<file path="src/hdl/radix_literal_parser_unit_defines.svh">
// Assertion macros used by the radix literal parser top level.
`ifndef RADIX_LITERAL_PARSER_UNIT_DEFINES_SVH
`define RADIX_LITERAL_PARSER_UNIT_DEFINES_SVH

// Same-cycle implication, checked on clk and disabled while in reset.
`define RLP_ASSERT_IMPLY(lbl, ante, cons) \
  lbl: assert property (@(posedge clk) disable iff (!rst_n) (ante) |-> (cons)) \
    else $error("radix literal parser check failed");

// Next-cycle implication, checked on clk and disabled while in reset.
`define RLP_ASSERT_NEXT(lbl, ante, cons) \
  lbl: assert property (@(posedge clk) disable iff (!rst_n) (ante) |=> (cons)) \
    else $error("radix literal parser check failed");

`endif

</file>
<file path="src/hdl/rlp_pkg.sv">
// Shared constants, codes and types of the radix literal parser.
package rlp_pkg;

  localparam int CELL_BITS     = 16;
  localparam int CHAR_BITS     = 8;
  localparam int BASE_BITS     = 6;
  localparam int OPC_BITS      = 16;
  localparam int SPAN_BITS     = 15;
  localparam int VALUE_BITS    = 16;
  localparam int ACTION_BITS   = 2;
  localparam int CFG_ADDR_BITS = 2;
  localparam int CFG_DATA_BITS = 16;
  // Width used to compare a cell value against the short literal span.
  localparam int CMP_BITS      = (CELL_BITS > SPAN_BITS) ? CELL_BITS : SPAN_BITS;

  // Result actions.
  localparam logic [ACTION_BITS-1:0] ACT_NONE   = 2'd0;
  localparam logic [ACTION_BITS-1:0] ACT_PUSH   = 2'd1;
  localparam logic [ACTION_BITS-1:0] ACT_APPEND = 2'd2;

  // Configuration register indexes.
  localparam logic [CFG_ADDR_BITS-1:0] REG_NUMBER_BASE   = 2'd0;
  localparam logic [CFG_ADDR_BITS-1:0] REG_LITERAL_OPC   = 2'd1;
  localparam logic [CFG_ADDR_BITS-1:0] REG_FIRST_SHORT   = 2'd2;
  localparam logic [CFG_ADDR_BITS-1:0] REG_SHORT_SPAN    = 2'd3;

  localparam logic [BASE_BITS-1:0] BASE_RESET = 6'd10;

  // Character codes.
  localparam logic [CHAR_BITS-1:0] CHAR_MINUS   = 8'h2D;
  localparam logic [CHAR_BITS-1:0] CHAR_ZERO    = 8'h30;
  localparam logic [CHAR_BITS-1:0] CHAR_NINE    = 8'h39;
  localparam logic [CHAR_BITS-1:0] CHAR_UPPER_A = 8'h41;
  localparam logic [CHAR_BITS-1:0] CHAR_UPPER_Z = 8'h5A;
  localparam logic [CHAR_BITS-1:0] CHAR_LOWER_A = 8'h61;
  localparam logic [CHAR_BITS-1:0] CHAR_LOWER_Z = 8'h7A;
  localparam logic [BASE_BITS-1:0] DIGIT_TEN    = 6'd10;

  typedef struct packed {
    logic [BASE_BITS-1:0] number_base;
    logic [OPC_BITS-1:0]  literal_opcode;
    logic [OPC_BITS-1:0]  first_short_opcode;
    logic [SPAN_BITS-1:0] short_literal_span;
  } cfg_t;

  typedef struct packed {
    logic                   has_res;
    logic                   two_res;
    logic [ACTION_BITS-1:0] action;
    logic [VALUE_BITS-1:0]  first_value;
    logic [VALUE_BITS-1:0]  second_value;
  } conv_res_t;

endpackage

</file>
<file path="src/hdl/rlp_word_conv.sv">
// Per-word conversion state and the result decode for one character beat.
module rlp_word_conv
  import rlp_pkg::*;
(
  input  logic                 clk,
  input  logic                 rst_n,
  input  logic                 fire,
  input  logic [CHAR_BITS-1:0] character,
  input  logic                 word_end,
  input  logic                 compile_mode,
  input  cfg_t                 cfg,
  output conv_res_t            res
);

  logic [CELL_BITS-1:0] acc_r, acc_nxt;
  logic                 neg_r, neg_nxt;
  logic                 bad_r, bad_nxt;
  logic                 start_r, start_nxt;

  logic [CELL_BITS-1:0] acc_upd;
  logic                 neg_upd;
  logic                 bad_upd;
  logic                 is_digit;
  logic                 is_upper;
  logic                 is_lower;
  logic                 letters_ok;
  logic                 digit_ok;
  logic [BASE_BITS-1:0] digit_val;
  logic [CELL_BITS+BASE_BITS-1:0] prod_full;
  logic [CELL_BITS-1:0] acc_sum;
  logic [CELL_BITS-1:0] value;
  logic                 short_fit;

  // Classify the character and form its digit value.
  always_comb begin
    is_digit   = (character >= CHAR_ZERO) && (character <= CHAR_NINE);
    is_upper   = (character >= CHAR_UPPER_A) && (character <= CHAR_UPPER_Z);
    is_lower   = (character >= CHAR_LOWER_A) && (character <= CHAR_LOWER_Z);
    letters_ok = cfg.number_base > DIGIT_TEN;
    digit_ok   = is_digit || (letters_ok && (is_upper || is_lower));
    if (is_digit) begin
      digit_val = BASE_BITS'(character - CHAR_ZERO);
    end else if (is_upper) begin
      digit_val = DIGIT_TEN + BASE_BITS'(character - CHAR_UPPER_A);
    end else begin
      digit_val = DIGIT_TEN + BASE_BITS'(character - CHAR_LOWER_A);
    end
    prod_full = acc_r * cfg.number_base;
    acc_sum   = prod_full[CELL_BITS-1:0] + CELL_BITS'(digit_val);
  end

  // Word state as it stands after this character.
  always_comb begin
    acc_upd = acc_r;
    neg_upd = neg_r;
    bad_upd = bad_r;
    if (start_r && (character == CHAR_MINUS)) begin
      neg_upd = 1'b1;
    end else if (!bad_r) begin
      if (digit_ok) begin
        acc_upd = acc_sum;
      end else begin
        bad_upd = 1'b1;
      end
    end
  end

  // Results of a word that ends with this character.
  always_comb begin
    value     = neg_upd ? (CELL_BITS'(0) - acc_upd) : acc_upd;
    short_fit = !value[CELL_BITS-1] &&
                (CMP_BITS'(value) < CMP_BITS'(cfg.short_literal_span));
    res.has_res      = word_end;
    res.two_res      = 1'b0;
    res.action       = ACT_NONE;
    res.first_value  = '0;
    res.second_value = VALUE_BITS'(value);
    if (bad_upd) begin
      res.action = ACT_NONE;
    end else if (!compile_mode) begin
      res.action      = ACT_PUSH;
      res.first_value = VALUE_BITS'(value);
    end else if (short_fit) begin
      res.action      = ACT_APPEND;
      res.first_value = VALUE_BITS'(CELL_BITS'(value + CELL_BITS'(cfg.first_short_opcode)));
    end else begin
      res.action      = ACT_APPEND;
      res.two_res     = 1'b1;
      res.first_value = VALUE_BITS'(CELL_BITS'(cfg.literal_opcode));
    end
  end

  // A word end clears the state for the next word.
  always_comb begin
    acc_nxt   = acc_r;
    neg_nxt   = neg_r;
    bad_nxt   = bad_r;
    start_nxt = start_r;
    if (fire) begin
      if (word_end) begin
        acc_nxt   = '0;
        neg_nxt   = 1'b0;
        bad_nxt   = 1'b0;
        start_nxt = 1'b1;
      end else begin
        acc_nxt   = acc_upd;
        neg_nxt   = neg_upd;
        bad_nxt   = bad_upd;
        start_nxt = 1'b0;
      end
    end
  end

  always_ff @(posedge clk) begin
    if (!rst_n) begin
      acc_r   <= '0;
      neg_r   <= 1'b0;
      bad_r   <= 1'b0;
      start_r <= 1'b1;
    end else begin
      acc_r   <= acc_nxt;
      neg_r   <= neg_nxt;
      bad_r   <= bad_nxt;
      start_r <= start_nxt;
    end
  end

endmodule

</file>
<file path="src/hdl/radix_literal_parser_unit.sv">
// Top level of the radix literal parser: input register, conversion, result register.
// A word-end beat waits in the input register for room, then loads the result register.
// Throughput: one character beat per cycle while word ends find room; a word-end beat
// after a word compiled as a full literal also waits while the second result is sent.
// The rate is set by the single multiply-accumulate of accumulator times base.
// Reset (rst_n low, synchronous) empties both registers, clears the word state
// and returns the configuration registers to base 10 and zero opcodes and span.
`include "radix_literal_parser_unit_defines.svh"

module radix_literal_parser_unit
  import rlp_pkg::*;
(
  input  logic                     clk,
  input  logic                     rst_n,
  input  logic                     in_tvalid,
  output logic                     in_tready,
  input  logic [7:0]               in_tdata,   // [7:0] character
  input  logic                     in_tlast,   // word_end
  input  logic                     in_tuser,   // [0] compile_mode
  output logic                     out_tvalid,
  input  logic                     out_tready,
  output logic [VALUE_BITS-1:0]    out_tdata,  // [15:0] cell_value
  output logic                     out_tlast,  // final_result
  output logic [ACTION_BITS-1:0]   out_tuser,  // [1:0] action
  input  logic                     cfg_we,
  input  logic [CFG_ADDR_BITS-1:0] cfg_addr,
  input  logic [CFG_DATA_BITS-1:0] cfg_wdata
);

  cfg_t                   cfg_r;
  logic                   in_v_r;
  logic [CHAR_BITS-1:0]   in_char_r;
  logic                   in_end_r;
  logic                   in_comp_r;
  logic                   out_v_r;
  logic [VALUE_BITS-1:0]  out_value_r;
  logic [ACTION_BITS-1:0] out_action_r;
  logic                   out_last_r;
  logic                   hold_v_r;
  logic [VALUE_BITS-1:0]  hold_value_r;

  logic      out_free;
  logic      room;
  logic      fire;
  conv_res_t res;

  // The word-end beat needs a free result register and no pending second result.
  assign out_free  = !out_v_r || out_tready;
  assign room      = out_free && !hold_v_r;
  assign fire      = in_v_r && (!in_end_r || room);
  assign in_tready = !in_v_r || fire;

  // Configuration writes.
  always_ff @(posedge clk) begin
    if (!rst_n) begin
      cfg_r.number_base        <= BASE_RESET;
      cfg_r.literal_opcode     <= '0;
      cfg_r.first_short_opcode <= '0;
      cfg_r.short_literal_span <= '0;
    end else if (cfg_we) begin
      case (cfg_addr)
        REG_NUMBER_BASE: cfg_r.number_base        <= cfg_wdata[BASE_BITS-1:0];
        REG_LITERAL_OPC: cfg_r.literal_opcode     <= cfg_wdata[OPC_BITS-1:0];
        REG_FIRST_SHORT: cfg_r.first_short_opcode <= cfg_wdata[OPC_BITS-1:0];
        REG_SHORT_SPAN:  cfg_r.short_literal_span <= cfg_wdata[SPAN_BITS-1:0];
        default: ;
      endcase
    end
  end

  // Input register.
  always_ff @(posedge clk) begin
    if (!rst_n) begin
      in_v_r <= 1'b0;
    end else if (in_tready) begin
      in_v_r <= in_tvalid;
    end
  end

  always_ff @(posedge clk) begin
    if (in_tready && in_tvalid) begin
      in_char_r <= in_tdata[CHAR_BITS-1:0];
      in_end_r  <= in_tlast;
      in_comp_r <= in_tuser;
    end
  end

  rlp_word_conv u_conv (
    .clk          (clk),
    .rst_n        (rst_n),
    .fire         (fire),
    .character    (in_char_r),
    .word_end     (in_end_r),
    .compile_mode (in_comp_r),
    .cfg          (cfg_r),
    .res          (res)
  );

  // Result register; the second word of a full literal waits in the hold slot.
  always_ff @(posedge clk) begin
    if (!rst_n) begin
      out_v_r  <= 1'b0;
      hold_v_r <= 1'b0;
    end else if (out_free) begin
      if (hold_v_r) begin
        out_v_r  <= 1'b1;
        hold_v_r <= 1'b0;
      end else begin
        out_v_r  <= fire && res.has_res;
        hold_v_r <= fire && res.has_res && res.two_res;
      end
    end
  end

  always_ff @(posedge clk) begin
    if (out_free) begin
      if (hold_v_r) begin
        out_value_r  <= hold_value_r;
        out_action_r <= ACT_APPEND;
        out_last_r   <= 1'b1;
      end else begin
        out_value_r  <= res.first_value;
        out_action_r <= res.action;
        out_last_r   <= !res.two_res;
        hold_value_r <= res.second_value;
      end
    end
  end

  assign out_tvalid = out_v_r;
  assign out_tdata  = out_value_r;
  assign out_tlast  = out_last_r;
  assign out_tuser  = out_action_r;

  // A pending second word always sits behind a shown literal opcode.
  `RLP_ASSERT_IMPLY(a_hold_behind_opcode, hold_v_r,
    out_v_r && !out_last_r && (out_action_r == ACT_APPEND))
  // A non-final result always has its follower queued.
  `RLP_ASSERT_IMPLY(a_nonfinal_has_follower, out_v_r && !out_last_r, hold_v_r)
  // A full literal loads both the opcode and the pending value.
  `RLP_ASSERT_NEXT(a_full_literal_loads_pair, fire && res.has_res && res.two_res,
    out_v_r && hold_v_r)
  // A word end is never taken while a second word is pending.
  `RLP_ASSERT_IMPLY(a_no_end_over_hold, fire && in_end_r, !hold_v_r && out_free)

endmodule
</file>
<file path="config.mk">
export PLATFORM = sky130hd
export DESIGN_NAME = radix_literal_parser_unit
export DESIGN_NICKNAME = d
export VERILOG_FILES = /design/src/hdl/rlp_pkg.sv /design/src/hdl/rlp_word_conv.sv /design/src/hdl/radix_literal_parser_unit.sv
export VERILOG_INCLUDE_DIRS = /design/src /design/src/hdl
export SDC_FILE = /design/constraint.sdc
export NUM_CORES = 1
export LEC_CHECK = 0
export BUFFER_PORTS_ARGS = -buffer_cell sky130_fd_sc_hd__buf_2
export CAP_MARGIN = 10
export CORE_MARGIN = 1.5
export CORE_UTILIZATION = 36
export DETAILED_ROUTE_END_ITERATION = 10
export PLACE_DENSITY_LB_ADDON = 0.05
export SYNTH_ARGS = -nofsm -noshare
export SYNTH_HDL_FRONTEND = slang
export SYNTH_HIERARCHICAL = 1
export SYNTH_SLANG_ARGS = --single-unit
</file>
<file path="constraint.sdc">
create_clock -name clk -period 21.5 [get_ports clk]
set_input_delay 1.075 -clock clk [delete_from_list [all_inputs] [get_ports clk]]
set_output_delay 1.075 -clock clk [all_outputs]
set_load 0.02 [all_outputs]
</file>
==> flow_metrics.env <==
export IMPL_die_h_um=164.1
export IMPL_setup_slack_ps=12840
export IMPL_critPathKind="register to register"
export IMPL_maxCapViolations=0
export IMPL_async_flop_share_pct=0
export IMPL_critPathRequiredTime_ps=21670
export IMPL_diodes=0
export IMPL_rr_endpoint="out_tdata[7]"
export IMPL_die_x_um=164.1
export IMPL_clk_pin_slew_worst_paths_ps=60
export IMPL_antenna_left=0
export IMPL_ios=54
export IMPL_core_um2=25330
export IMPL_cts_repair_resized=0
export IMPL_synth_common_cells="nand2_1, inv_1, o21ai_0, dfxtp_1, ha_1"
export IMPL_ys_top_cells_by_area="dfxtp_1, edfxtp_1, fa_1, ha_1, nand2_1"
export IMPL_hold_path_depth=1
export IMPL_clock_root_buffer="clkbuf_16"
export IMPL_grt_total_usage_pct=20.43
export IMPL_antenna_found_initial=1
export IMPL_p_sw_share_pct=26.88
export IMPL_clkPwrFrac_pct=47.4
export IMPL_clock_sinks=120
export IMPL_r2r_start="cfg_r[50]"
export IMPL_p_leak_nw=4.598
export IMPL_yosysSeqAreaShare_pct=30.54
export IMPL_ys_ff_latch=120
export IMPL_io_buffers=53
export IMPL_vias_per_cell=5.179
export IMPL_initial_core_util_pct=36.88
export IMPL_dp_hpwl_um=20440
export IMPL_dp_cells=1385
export IMPL_drcViolationCount=0
export IMPL_netlist_instances=1052
export IMPL_hp_class="register to register"
export IMPL_finalHoldViolCount=0
export IMPL_pwr_share_seq_pct=41.6
export IMPL_ir_drop_mv=0.04777
export IMPL_num_vias=7339
export IMPL_final_nets=1227
export IMPL_min_delay_worst_endpoint="u_conv/start_r"
export IMPL_crit_slowest_cell="dfxtp_1"
export IMPL_synth_top_family_by_area="adder cells"
export IMPL_cts_hold_buffers=0
export IMPL_yosysWarnings=6
export IMPL_dieArea_um2=26920
export IMPL_cts_tree="done"
export IMPL_synthFlopType="dfxtp_1"
export IMPL_insertion_delay_ps=420
export IMPL_crit_fanout=15
export IMPL_drt_iter0_markers=544
export IMPL_netlist_area_um2=9341
export IMPL_r2r_slack_ps=12840
export IMPL_worst_slew_pin_transition_ps=1100
export IMPL_synthAdderAreaFrac_pct=20.01
export IMPL_postPlaceCellArea_um2=9783
export IMPL_slowest_delay_ps=640
export IMPL_p_total_mw=0.6035
export IMPL_grt_max_degree=73
export IMPL_syn_to_final_growth_pct=11.08
export IMPL_hold_path_startpoint="u_conv/start_r"
export IMPL_instances_no_fill=1417
export IMPL_yosysTopAreaCell="dfxtp_1"
export IMPL_synth_compound_area_share_pct=14.95
export IMPL_syn_nets=1205
export IMPL_final_area_um2=10380
export IMPL_drt_pass1_iter_count=5
export IMPL_h_tree_depth=4
export IMPL_rsz0062_at_grt="no"
export IMPL_routedWlPerCell_um=18.71
export IMPL_combPwrFrac_pct=11.0
export IMPL_fmax_mhz=115.4
export IMPL_slew_viol_final=0
export IMPL_dp_slack_ps=12930
export IMPL_overflow=0
export IMPL_synth_xor_area_share_pct=4.487
export IMPL_synth_top_cell_area_share_pct=16.07
export IMPL_cts_buffers=17
export IMPL_fin_worst_hold_slack_ps=469.5
export IMPL_synth_edf_count=45
export IMPL_worst_path_most_repeated_cell="fa_1"
export IMPL_wl_um=26510
export IMPL_p_int_mw=0.4413
export IMPL_switching_power_mw=0.1622
export IMPL_setup_viol=0
export IMPL_synth_simple_area_share_pct=18.79
export IMPL_grt_pass1_wl_um=41230
export IMPL_synthMuxAreaShare_pct=4.634
export IMPL_rows=58
export IMPL_gp_congestion=0.8327
export IMPL_drive_above_1_share_pct=11.13
export IMPL_cts_path_max_buffers=2
export IMPL_postLayoutCoreUtil_pct=40.97
export IMPL_synth_cell_type_count=72
export IMPL_grt_pass1_vias=6991
export IMPL_min_period_ps=8664
export IMPL_synth_most_common_cell="nand2_1"
export IMPL_p_per_area_nw_per_um2=58.16
export IMPL_tns_ps=0
export IMPL_finClkSkew_ps=9.919
export IMPL_arrival_ps=8830
export IMPL_post_cts_buffers=0
export IMPL_reg2reg_depth=28
export IMPL_syn_area_per_cell_um2=8.880
export IMPL_status="complete, no violations"
export IMPL_startpoint_type="register"
export IMPL_endpoint_kind="register"
export IMPL_slew_limit_headroom_pct=26.48
export IMPL_min_period_over_period_pct=40.30
power groups by stage:
stage / logic, mW / clock network, mW / registers, mW
after floorplan: 0.0524 / 0 / 0.253
after global placement: 0.0671 / 0 / 0.256
after detailed placement: 0.0663 / 0 / 0.256
after CTS: 0.0666 / 0.291 / 0.251
after global routing: 0.0730 / 0.302 / 0.252
final: 0.0665 / 0.286 / 0.251
routing by layer:
layer / track usage (%) / part of all wire, % / wire length (µm)
met3: 3.056 / 4.4 / 1161
met5: 0 / 0 / 0
met1: 32.07 / 54 / 14250
met4: 4.504 / 1.2 / 306
met2: 29.00 / 41 / 10790
cells by family after synthesis:
family / Yosys count
muxes: 41
AOI/OAI and AO/OA: 221
adders and majority gates: 120
and+or+nand+nor: 356
DFF: 120
buffers and inverters: 147
xor gates and xnor gates: 47
layout by cell type, fill, tap and decap left out, types with 45 or more instances in the layout:
cell / synthesis / layout
edfxtp_1: 45 / 45
dfxtp_1: 75 / 75
fa_1: 49 / 49
nand3_1: 63 / 63
buf_2: 7 / 53
ha_1: 71 / 71
and2_1: 47 / 47
a21oi_1: 49 / 49
nand2_1: 103 / 103
inv_1: 92 / 92
o21ai_0: 76 / 76
nor2_1: 65 / 65
final cells by class:
| class | count | area, µm² |
|---|---|---|
| clock buffers | 20 | 479.2 |
| inverters | 93 | 349.1 |
| repair buffers | 57 | 295.3 |
| clock inverters | 12 | 113.9 |
| flip-flops and latches | 120 | 2853 |
| well taps | 330 | 412.9 |
| fillers | 2492 | 14950 |
| multi-input cells | 785 | 5873 |
state kept, by name (all words and copies together), names as in the netlist:
name / count
hold_v_r: 1
out_tuser: 2
in_end_r: 1
u_conv/start_r: 1
in_v_r: 1
u_conv/neg_r: 1
cfg_r: 53
in_comp_r: 1
u_conv/acc_r: 16
out_tdata: 16
hold_value_r: 16
out_tvalid: 1
out_tlast: 1
u_conv/bad_r: 1
in_char_r: 8
worst max path at each step:
stage                    from             to  slack [ps]
detailed placement  cfg_r[51]   out_tdata[7]       12930
global placement    cfg_r[51]   out_tdata[2]       13080
CTS                 cfg_r[51]   out_tdata[2]       12860
global route        cfg_r[52]   out_tdata[2]       12150
floorplan           cfg_r[52]  out_tdata[13]       13960
finish              cfg_r[50]   out_tdata[7]       12840
worst max-delay path, delay by kind of cell, from the launching register on:
family	cells	cell delay (ps)
muxes	2	540
DFF	1	640
AOI/OAI and AO/OA	6	1690
adders and majority gates	6	2710
and+or+nand+nor	9	1890
xor gates and xnor gates	2	750
buffers and inverters	3	160
No activity file was read; power rests on OpenSTA's default activity.
